`config.mk`:
```
export PLATFORM = sky130hd
export DESIGN_NAME = coordinated_turn_yaw_rate
export DESIGN_NICKNAME = d
export VERILOG_FILES = /design/src/ctyr_pkg.sv /design/src/coordinated_turn_yaw_rate.sv /design/src/ctyr_cordic.sv /design/src/ctyr_div.sv
export SDC_FILE = /design/constraint.sdc
export NUM_CORES = 2
export LEC_CHECK = 0
export BUFFER_PORTS_ARGS = -buffer_cell sky130_fd_sc_hd__buf_4
export CELL_PAD_IN_SITES_DETAIL_PLACEMENT = 1
export CELL_PAD_IN_SITES_GLOBAL_PLACEMENT = 1
export CORE_MARGIN = 4
export CORE_UTILIZATION = 56
export DETAILED_ROUTE_END_ITERATION = 10
export HOLD_SLACK_MARGIN = 0.15
export PLACE_DENSITY_LB_ADDON = 0.1
export SLEW_MARGIN = 0
export SYNTH_ARGS = -nofsm -noshare
export SYNTH_HDL_FRONTEND = slang
export SYNTH_SLANG_ARGS = --single-unit
export TNS_END_PERCENT = 5
```
`constraint.sdc`:
```
create_clock -name clk -period 15.1 [get_ports clk]
set_input_delay 1.51 -clock clk [delete_from_list [all_inputs] [get_ports clk]]
set_output_delay 1.51 -clock clk [all_outputs]
set_load 0.005 [all_outputs]
```
`src/ctyr_pkg.sv`:
```
// Shared constants, widths and the CORDIC arctangent table for the
// coordinated-turn yaw rate block. No dependencies.
package ctyr_pkg;

	localparam int HALF_PI_Q13  = 12868;
	localparam int MAX_ROLL_Q13 = 11438;
	localparam int PI_Q13       = 25736;
	localparam int GRAV_Q16     = 642689;
	localparam int CORDIC_K_Q30 = 652032874;
	localparam int CORDIC_STEPS = 16;
	localparam int STEP_W       = 4;

	localparam int AIRSPEED_LOW_RESET  = 2560;
	localparam int AIRSPEED_HIGH_RESET = 7680;

	// Register indexes.
	localparam logic REG_AIRSPEED_LOW  = 1'b0;
	localparam logic REG_AIRSPEED_HIGH = 1'b1;

	localparam int Z_W   = 21;  // Q.16 angle with headroom
	localparam int XY_W  = 34;  // Q.30 rotation vector
	localparam int TRIG_W = 18; // Q.16 sine and cosine
	localparam int GRAV_W = 21;
	localparam int PROD_W = 2 * TRIG_W;
	localparam int NUM_W  = PROD_W + GRAV_W;
	localparam int DEN_W  = TRIG_W + 17 + 8;
	localparam int DIV_W  = DEN_W - 1;
	localparam int DVD_W  = NUM_W + 1;
	localparam int QUO_W  = 32;

	function automatic logic signed [Z_W-1:0] atan_q16(input logic [STEP_W-1:0] i);
		logic signed [Z_W-1:0] r;
		unique case (i)
			4'd0:    r = Z_W'(51472);
			4'd1:    r = Z_W'(30386);
			4'd2:    r = Z_W'(16055);
			4'd3:    r = Z_W'(8150);
			4'd4:    r = Z_W'(4091);
			4'd5:    r = Z_W'(2047);
			4'd6:    r = Z_W'(1024);
			4'd7:    r = Z_W'(512);
			4'd8:    r = Z_W'(256);
			4'd9:    r = Z_W'(128);
			4'd10:   r = Z_W'(64);
			4'd11:   r = Z_W'(32);
			4'd12:   r = Z_W'(16);
			4'd13:   r = Z_W'(8);
			4'd14:   r = Z_W'(4);
			default: r = Z_W'(2);
		endcase
		return r;
	endfunction

endpackage

```
`src/coordinated_turn_yaw_rate.sv`:
```
// Coordinated-turn yaw rate setpoint: sequencer, shared CORDIC and divider.
// The result is loaded from the done state. A held, inverted or zero-airspeed beat goes there
// from idle; any other beat takes two 16-step CORDIC passes, two multiply states and 32 divide
// steps. An overflowing quotient skips the divide steps, and a divisor that is not positive
// skips the divider. One beat at a time: the input stalls until the result is loaded.
// Reset clears the held rate and restores the limits.
module coordinated_turn_yaw_rate import ctyr_pkg::*; (
	input  logic               clk,
	input  logic               arst_n,
	input  logic               in_valid,
	output logic               in_stall,
	input  logic signed [15:0] roll_angle,
	input  logic signed [15:0] pitch_angle,
	input  logic signed [15:0] roll_target,
	input  logic [15:0]        airspeed_meas,
	input  logic               inputs_valid,
	output logic               out_valid,
	input  logic               out_stall,
	output logic signed [31:0] yaw_rate_target,
	output logic               inverted_flight,
	output logic               rate_fault,
	input  logic               cfg_we,
	input  logic               cfg_index,
	input  logic [15:0]        cfg_data
);

	localparam logic [2:0] ST_IDLE  = 3'd0;
	localparam logic [2:0] ST_ROLL  = 3'd1;
	localparam logic [2:0] ST_PITCH = 3'd2;
	localparam logic [2:0] ST_MUL1  = 3'd3;
	localparam logic [2:0] ST_MUL2  = 3'd4;
	localparam logic [2:0] ST_DIVGO = 3'd5;
	localparam logic [2:0] ST_DIV   = 3'd6;
	localparam logic [2:0] ST_DONE  = 3'd7;

	logic [2:0]  state_q;
	logic [15:0] lo_lim_q, hi_lim_q;
	logic signed [31:0] held_q;
	logic inv_q, fault_q;
	logic out_valid_q, out_inv_q, out_fault_q;
	logic signed [31:0] out_rate_q;

	logic signed [17:0] roll_abs, lim, rc, pa, pitch_abs;
	logic [15:0]        v_clamp;
	logic signed [17:0] pa_q;
	logic               neg_q;
	logic [15:0]        v_q;

	logic signed [TRIG_W-1:0] s_q, cr_q, cp_q;
	logic signed [PROD_W-1:0] prod_q;
	logic signed [NUM_W-1:0]  num_q;
	logic signed [DEN_W-1:0]  den_q;

	logic                   cor_start, cor_done;
	logic signed [Z_W-1:0]  cor_angle;
	logic signed [XY_W-1:0] cor_cos, cor_sin, cp_full;

	logic             div_start, div_done, div_ovf;
	logic [DVD_W-1:0] dividend;
	logic [NUM_W-1:0] num_mag;
	logic [QUO_W-1:0] quo;
	logic signed [31:0] sat_rate;

	logic accept;

	assign in_stall = (state_q != ST_IDLE);
	assign accept   = in_valid && !in_stall;

	// Roll clamp, pitch reduction and airspeed clamp for the incoming beat.
	always_comb begin
		roll_abs  = roll_angle < 0 ? -18'(roll_angle) : 18'(roll_angle);
		lim       = roll_target < 0 ? -18'(roll_target) : 18'(roll_target);
		rc        = 18'(roll_angle);
		if (rc > 18'(MAX_ROLL_Q13))  rc = 18'(MAX_ROLL_Q13);
		if (rc < -18'(MAX_ROLL_Q13)) rc = -18'(MAX_ROLL_Q13);
		if (rc > lim)  rc = lim;
		if (rc < -lim) rc = -lim;
		pitch_abs = pitch_angle < 0 ? -18'(pitch_angle) : 18'(pitch_angle);
		pa        = pitch_abs > 18'(HALF_PI_Q13) ? 18'(PI_Q13) - pitch_abs : pitch_abs;
		v_clamp   = airspeed_meas;
		if (airspeed_meas < lo_lim_q)      v_clamp = lo_lim_q;
		else if (airspeed_meas > hi_lim_q) v_clamp = hi_lim_q;
	end

	// The pitch cosine is negated before its floor shift.
	assign cp_full = neg_q ? -cor_cos : cor_cos;

	always_comb begin
		cor_start = 1'b0;
		cor_angle = Z_W'(pa_q) <<< 3;
		if (state_q == ST_IDLE) begin
			cor_start = accept && inputs_valid && roll_abs < 18'(HALF_PI_Q13)
				&& v_clamp != 16'd0;
			cor_angle = Z_W'(rc) <<< 3;
		end else if (state_q == ST_ROLL) begin
			cor_start = cor_done;
		end
	end

	assign num_mag   = num_q < 0 ? NUM_W'(-num_q) : NUM_W'(num_q);
	assign dividend  = DVD_W'(num_mag) + DVD_W'(den_q[DEN_W-1:1]);
	assign div_start = (state_q == ST_DIVGO) && den_q > 0;

	always_comb begin
		if (num_q < 0) begin
			if (div_ovf || quo > 32'h8000_0000) sat_rate = 32'sh8000_0000;
			else sat_rate = -$signed(quo);
		end else begin
			if (div_ovf || quo > 32'h7FFF_FFFF) sat_rate = 32'sh7FFF_FFFF;
			else sat_rate = $signed(quo);
		end
	end

	ctyr_cordic u_cordic (
		.clk     (clk),
		.arst_n  (arst_n),
		.start   (cor_start),
		.angle   (cor_angle),
		.done    (cor_done),
		.cos_val (cor_cos),
		.sin_val (cor_sin)
	);

	ctyr_div u_div (
		.clk      (clk),
		.arst_n   (arst_n),
		.start    (div_start),
		.dividend (dividend),
		.divisor  (den_q[DIV_W-1:0]),
		.done     (div_done),
		.overflow (div_ovf),
		.quotient (quo)
	);

	always_ff @(posedge clk or negedge arst_n) begin
		if (!arst_n) begin
			lo_lim_q <= 16'(AIRSPEED_LOW_RESET);
			hi_lim_q <= 16'(AIRSPEED_HIGH_RESET);
		end else if (cfg_we) begin
			unique case (cfg_index)
				REG_AIRSPEED_LOW:  lo_lim_q <= cfg_data;
				REG_AIRSPEED_HIGH: hi_lim_q <= cfg_data;
			endcase
		end
	end

	always_ff @(posedge clk or negedge arst_n) begin
		if (!arst_n) begin
			state_q     <= ST_IDLE;
			held_q      <= '0;
			inv_q       <= 1'b0;
			fault_q     <= 1'b0;
			out_valid_q <= 1'b0;
		end else begin
			if (out_valid_q && !out_stall && state_q != ST_DONE) out_valid_q <= 1'b0;
			unique case (state_q)
				ST_IDLE: begin
					if (accept) begin
						inv_q   <= 1'b0;
						fault_q <= 1'b0;
						if (!inputs_valid) begin
							state_q <= ST_DONE;
						end else if (roll_abs >= 18'(HALF_PI_Q13)) begin
							inv_q   <= 1'b1;
							state_q <= ST_DONE;
						end else if (v_clamp == 16'd0) begin
							fault_q <= 1'b1;
							held_q  <= '0;
							state_q <= ST_DONE;
						end else begin
							state_q <= ST_ROLL;
						end
					end
				end
				ST_ROLL:  if (cor_done) state_q <= ST_PITCH;
				ST_PITCH: if (cor_done) state_q <= ST_MUL1;
				ST_MUL1:  state_q <= ST_MUL2;
				ST_MUL2:  state_q <= ST_DIVGO;
				ST_DIVGO: begin
					if (den_q > 0) begin
						state_q <= ST_DIV;
					end else begin
						held_q  <= '0;
						state_q <= ST_DONE;
					end
				end
				ST_DIV: begin
					if (div_done) begin
						held_q  <= sat_rate;
						state_q <= ST_DONE;
					end
				end
				ST_DONE: begin
					if (!out_valid_q || !out_stall) begin
						out_valid_q <= 1'b1;
						state_q     <= ST_IDLE;
					end
				end
			endcase
		end
	end

	always_ff @(posedge clk) begin
		if (accept) begin
			pa_q  <= pa;
			neg_q <= pitch_abs > 18'(HALF_PI_Q13);
			v_q   <= v_clamp;
		end
		if (state_q == ST_ROLL && cor_done) begin
			s_q  <= TRIG_W'(cor_sin >>> 14);
			cr_q <= TRIG_W'(cor_cos >>> 14);
		end
		if (state_q == ST_PITCH && cor_done) begin
			cp_q <= TRIG_W'(cp_full >>> 14);
		end
		if (state_q == ST_MUL1) begin
			prod_q <= PROD_W'(s_q) * PROD_W'(cp_q);
			den_q  <= (DEN_W'(cr_q) * DEN_W'($signed({1'b0, v_q}))) <<< 8;
		end
		if (state_q == ST_MUL2) begin
			num_q <= NUM_W'(prod_q) * NUM_W'(GRAV_Q16);
		end
		if (state_q == ST_DONE && (!out_valid_q || !out_stall)) begin
			out_rate_q  <= held_q;
			out_inv_q   <= inv_q;
			out_fault_q <= fault_q;
		end
	end

	assign out_valid       = out_valid_q;
	assign yaw_rate_target = out_rate_q;
	assign inverted_flight = out_inv_q;
	assign rate_fault      = out_fault_q;

endmodule

```
`src/ctyr_cordic.sv`:
```
// Iterative rotation CORDIC: one micro-rotation per cycle, sixteen steps.
// Depends on ctyr_pkg for widths, gain and the arctangent table.
module ctyr_cordic import ctyr_pkg::*; (
	input  logic                   clk,
	input  logic                   arst_n,
	input  logic                   start,
	input  logic signed [Z_W-1:0]  angle,
	output logic                   done,
	output logic signed [XY_W-1:0] cos_val,
	output logic signed [XY_W-1:0] sin_val
);

	logic                   busy_q, done_q;
	logic [STEP_W-1:0]      cnt_q;
	logic signed [XY_W-1:0] x_q, y_q, dx, dy;
	logic signed [Z_W-1:0]  z_q;

	assign dx = y_q >>> cnt_q;
	assign dy = x_q >>> cnt_q;

	always_ff @(posedge clk or negedge arst_n) begin
		if (!arst_n) begin
			busy_q <= 1'b0;
			done_q <= 1'b0;
			cnt_q  <= '0;
		end else begin
			done_q <= 1'b0;
			if (start) begin
				busy_q <= 1'b1;
				cnt_q  <= '0;
			end else if (busy_q) begin
				cnt_q <= cnt_q + 1'b1;
				if (cnt_q == STEP_W'(CORDIC_STEPS - 1)) begin
					busy_q <= 1'b0;
					done_q <= 1'b1;
				end
			end
		end
	end

	always_ff @(posedge clk) begin
		if (start) begin
			x_q <= XY_W'(CORDIC_K_Q30);
			y_q <= '0;
			z_q <= angle;
		end else if (busy_q) begin
			if (z_q >= 0) begin
				x_q <= x_q - dx;
				y_q <= y_q + dy;
				z_q <= z_q - atan_q16(cnt_q);
			end else begin
				x_q <= x_q + dx;
				y_q <= y_q - dy;
				z_q <= z_q + atan_q16(cnt_q);
			end
		end
	end

	assign done    = done_q;
	assign cos_val = x_q;
	assign sin_val = y_q;

endmodule

```
`src/ctyr_div.sv`:
```
// Restoring divider, one quotient bit per cycle, with an up-front check for
// quotients that do not fit in 32 bits. Depends on ctyr_pkg for widths.
module ctyr_div import ctyr_pkg::*; (
	input  logic             clk,
	input  logic             arst_n,
	input  logic             start,
	input  logic [DVD_W-1:0] dividend,
	input  logic [DIV_W-1:0] divisor,
	output logic             done,
	output logic             overflow,
	output logic [QUO_W-1:0] quotient
);

	localparam int CNT_W = $clog2(QUO_W);

	logic             busy_q, done_q, ovf_q;
	logic [CNT_W-1:0] cnt_q;
	logic [DIV_W:0]   rem_q, trial;
	logic [QUO_W-1:0] lo_q, quo_q;
	logic [DIV_W-1:0] dsr_q;
	logic             big;

	assign big   = {(DIV_W + QUO_W + 1 - DVD_W)'(0), dividend} >= {1'b0, divisor, QUO_W'(0)};
	assign trial = {rem_q[DIV_W-1:0], lo_q[QUO_W-1]};

	always_ff @(posedge clk or negedge arst_n) begin
		if (!arst_n) begin
			busy_q <= 1'b0;
			done_q <= 1'b0;
			cnt_q  <= '0;
		end else begin
			done_q <= 1'b0;
			if (start) begin
				busy_q <= !big;
				done_q <= big;
				cnt_q  <= '0;
			end else if (busy_q) begin
				cnt_q <= cnt_q + 1'b1;
				if (cnt_q == CNT_W'(QUO_W - 1)) begin
					busy_q <= 1'b0;
					done_q <= 1'b1;
				end
			end
		end
	end

	always_ff @(posedge clk) begin
		if (start) begin
			ovf_q <= big;
			rem_q <= (DIV_W + 1)'(dividend >> QUO_W);
			lo_q  <= dividend[QUO_W-1:0];
			dsr_q <= divisor;
			quo_q <= '0;
		end else if (busy_q) begin
			lo_q <= {lo_q[QUO_W-2:0], 1'b0};
			if (trial >= {1'b0, dsr_q}) begin
				rem_q <= trial - {1'b0, dsr_q};
				quo_q <= {quo_q[QUO_W-2:0], 1'b1};
			end else begin
				rem_q <= trial;
				quo_q <= {quo_q[QUO_W-2:0], 1'b0};
			end
		end
	end

	assign done     = done_q;
	assign overflow = ovf_q;
	assign quotient = quo_q;

endmodule
```
==> metrics.txt <==
status=finished, final reports clean; DRC viols=0; worst r2r path cells=28; Crit. End Element=flop; min-delay worst type=reg2reg; clk buf depth=3; Hold Buf Count CTS=0; crit-path max FO=9; cell family with most CP delay=simple AND/OR/NAND/NOR gates; library cells used by synthesis=about 110; RSZ-0062 raised after global routing=false; Clock Latency Late Sink=690 ps; worst reg-to-reg setup slack=5370 ps; CP Capture Point=u_div.busy_q; most frequent cells in the layout=inv_1, fa_1, nand2_1; fillers=14900; FF+latch area=roughly 0.015 sq mm; pin count of the biggest net entering global routing=slightly below 80; fin crit period=9730 ps; WS Path Type=reg2reg; nets@finish=9468; pre-CTS setup slack=about 5600 ps; chip width=373 um; CTS H-Tree Depth=3; met3 Track Usage GR=about 4.2%; multi-input logic area=0.0540 sq mm; # clock sinks=between 500 and 600; Area growth, synth to finish=6.43%; Peak Freq=between 100 and 150 MHz; Post-DP HPWL=roughly 180000 um; IO Count=123; overflow left after global routing=0; YS warnings=0; Die Span Y=373 um; Initial Util=56.5%; clock root buffer master=clkbuf_16; postcts setup bufs=0; Port Buffers=122; startpoint types=flop; Async SR Flop Fraction=14.7%; dominant synthesized flop cell=edfxtp_1; CP Launch Point=num_q[3]; Crit-path slowest cell=a31oi_1; Buf+Inv Stages, Crit Path=0; final hold vios=0; die area=0.139 sq mm; per-cell routed wire length=24.1 um; Worst EP required=15620 ps; synthesized flop and latch total=between 500 and 600; drt total wl=between 200000 and 250000 um; Worst EP arrival=10260 ps; max-slew violation count=0; Final Cycle Share=64.5%; busiest grt layer=met2; MaxCap Viol Count=0; placed insts=around 9500; Post-synth EDFFs=around 370; TritonCTS Buffers=71; CP peak stage delay=approximately 800 ps; clk slew on worst S/H paths=around 60 ps; most common cell type on the critical path=or4_1; post-synthesis sequential area ratio=20.6%; Post-Synthesis Cells=7851; GR Util met2=57.7%; Final Skew=around 37 ps; Cell Count, Final, Fillers Out=9603; TNS Setup=0 ps; WP depth=28; Rel. slew slack=26.6%; first-pass GRT wire length=368000 um; met1 GRT Util=between 40% and 50%; vias=59300; worst slew pin tran=about 1100 ps; CORE AREA=0.132 sq mm; Mapped Avg Cell Area=~9.5 sq um; initial antenna violation count=1; GRT Overall Usage=33.2%; Synth Cell Area=0.0746 sq mm; DRT Pass-1 Iters=7; commonest non-fill, non-tap cell in the layout=inv_1; reg2reg end=u_div.busy_q; Routed Antenna Nets=0; post-route setup slack=5370 ps; vias in the first global route=65600; starting DRC count in detailed routing=between 3000 and 4000; routed vias/inst=roughly 6; count of final setup violators=0; r2r startpoint=num_q[3]; share of cells above drive strength 1=6.93%; Final GP Congestion=0.916; post-CTS sizing=0; CTS tree=built; row count=133
worst register-to-register path: cells and delay by family, from the launching register on:
family                     cells  cell delay (ps)
adders and majority gates      2              750
DFF                            1              460
AOI/OAI and AO/OA             12             3870
xor gates and xnor gates       1              150
and+or+nand+nor               13             4370
worst min path at each step:
stage	start	endpoint	slack, ps	depth (start not counted)
CTS	held_q[28]	yaw_rate_target[28]	440	0
detailed placement	held_q[14]	yaw_rate_target[14]	430	0
global route	held_q[28]	yaw_rate_target[28]	460	0
global placement	held_q[28]	yaw_rate_target[28]	420	0
floorplan	held_q[0]	yaw_rate_target[0]	420	0
finish	held_q[28]	yaw_rate_target[28]	440	0
synthesized netlist by cell type (all sizes together), types with 27 or more instances:
cell	count	share of area [%]
inv	1089	5.5
nor4	48	0.45
xnor2	297	3.5
mux2	97	1.5
a21oi	322	2.2
mux2i	179	2.4
dfxtp	116	3.1
nand2b	91	0.77
a211oi	62	0.62
o41ai	27	0.35
o21a	56	0.56
a31oi	72	0.61
nand2	792	4.0
ha	718	12
edfxtp	365	15
buf	68	0.50
o21bai	35	0.37
dfrtp	77	2.6
and2	260	2.2
a21o	165	1.7
nor2b	51	0.43
nand3	91	0.61
clkbuf	245	1.2
xor2	157	1.8
o31ai	59	0.59
or3	40	0.34
o211ai	47	0.47
mux4	51	1.5
nor2	434	2.2
and3	34	0.29
or4	27	0.29
or2	49	0.41
fa	876	24
nor3	92	0.63
o21ai	321	2.2
nand4	53	0.45
registers in the layout, indices dropped and copies added, names as in the netlist, 16 cells and up:
signal            count
lo_lim_q             16
prod_q               36
num_q                57
hi_lim_q             16
yaw_rate_target      32
pa_q                 18
u_cordic.z_q         21
u_div.rem_q          42
u_div.quotient       32
den_q                35
u_cordic.sin_val     34
cp_q                 18
v_q                  16
u_cordic.cos_val     34
held_q               32
u_div.dsr_q          34
s_q                  18
u_div.lo_q           32
cr_q                 18
cell families after synthesis:
logic type | Yosys count | synth area share, %
adders and majority gates | 1594 | 35.5
AOI/OAI and AO/OA | 1380 | 12.1
muxes | 327 | 5.44
xor gates and xnor gates | 455 | 5.36
other | 2 | 0.0101
DFF | 564 | 20.6
and+or+nand+nor | 2125 | 13.8
buffers and inverters | 1404 | 7.22
routing by layer:
layer,routed length (um),share of wire (%)
met4,8680,3.7
met5,0,0
met3,13100,5.6
met2,115000,49
met1,95400,41
layout make-up:
class,count,share of cell area [%]
Clock buffer,99,2.55
Inverter,1091,5.16
Sequential cell,564,19.4
Clock inverter,33,0.536
Tap cell,1755,2.77
Multi-Input combinational cell,5884,68.0
Timing Repair Buffer,175,1.65
Antenna cell,2,0.00630
stage by stage:
stage | instance area (sq um) | hold WS [ps] | util [%]
after floorplan | 74600 | 419 | -
after global placement | 77000 | 425 | 58.3
after detailed placement | 77000 | 429 | 58.3
after CTS | 79400 | 444 | 60.2
after global routing | 79400 | 459 | 60.2
final | 79400 | 440 | 60.2
Power is not shown: default switching activity piles up to over one toggle a cycle in this logic, so the estimate is an artifact.
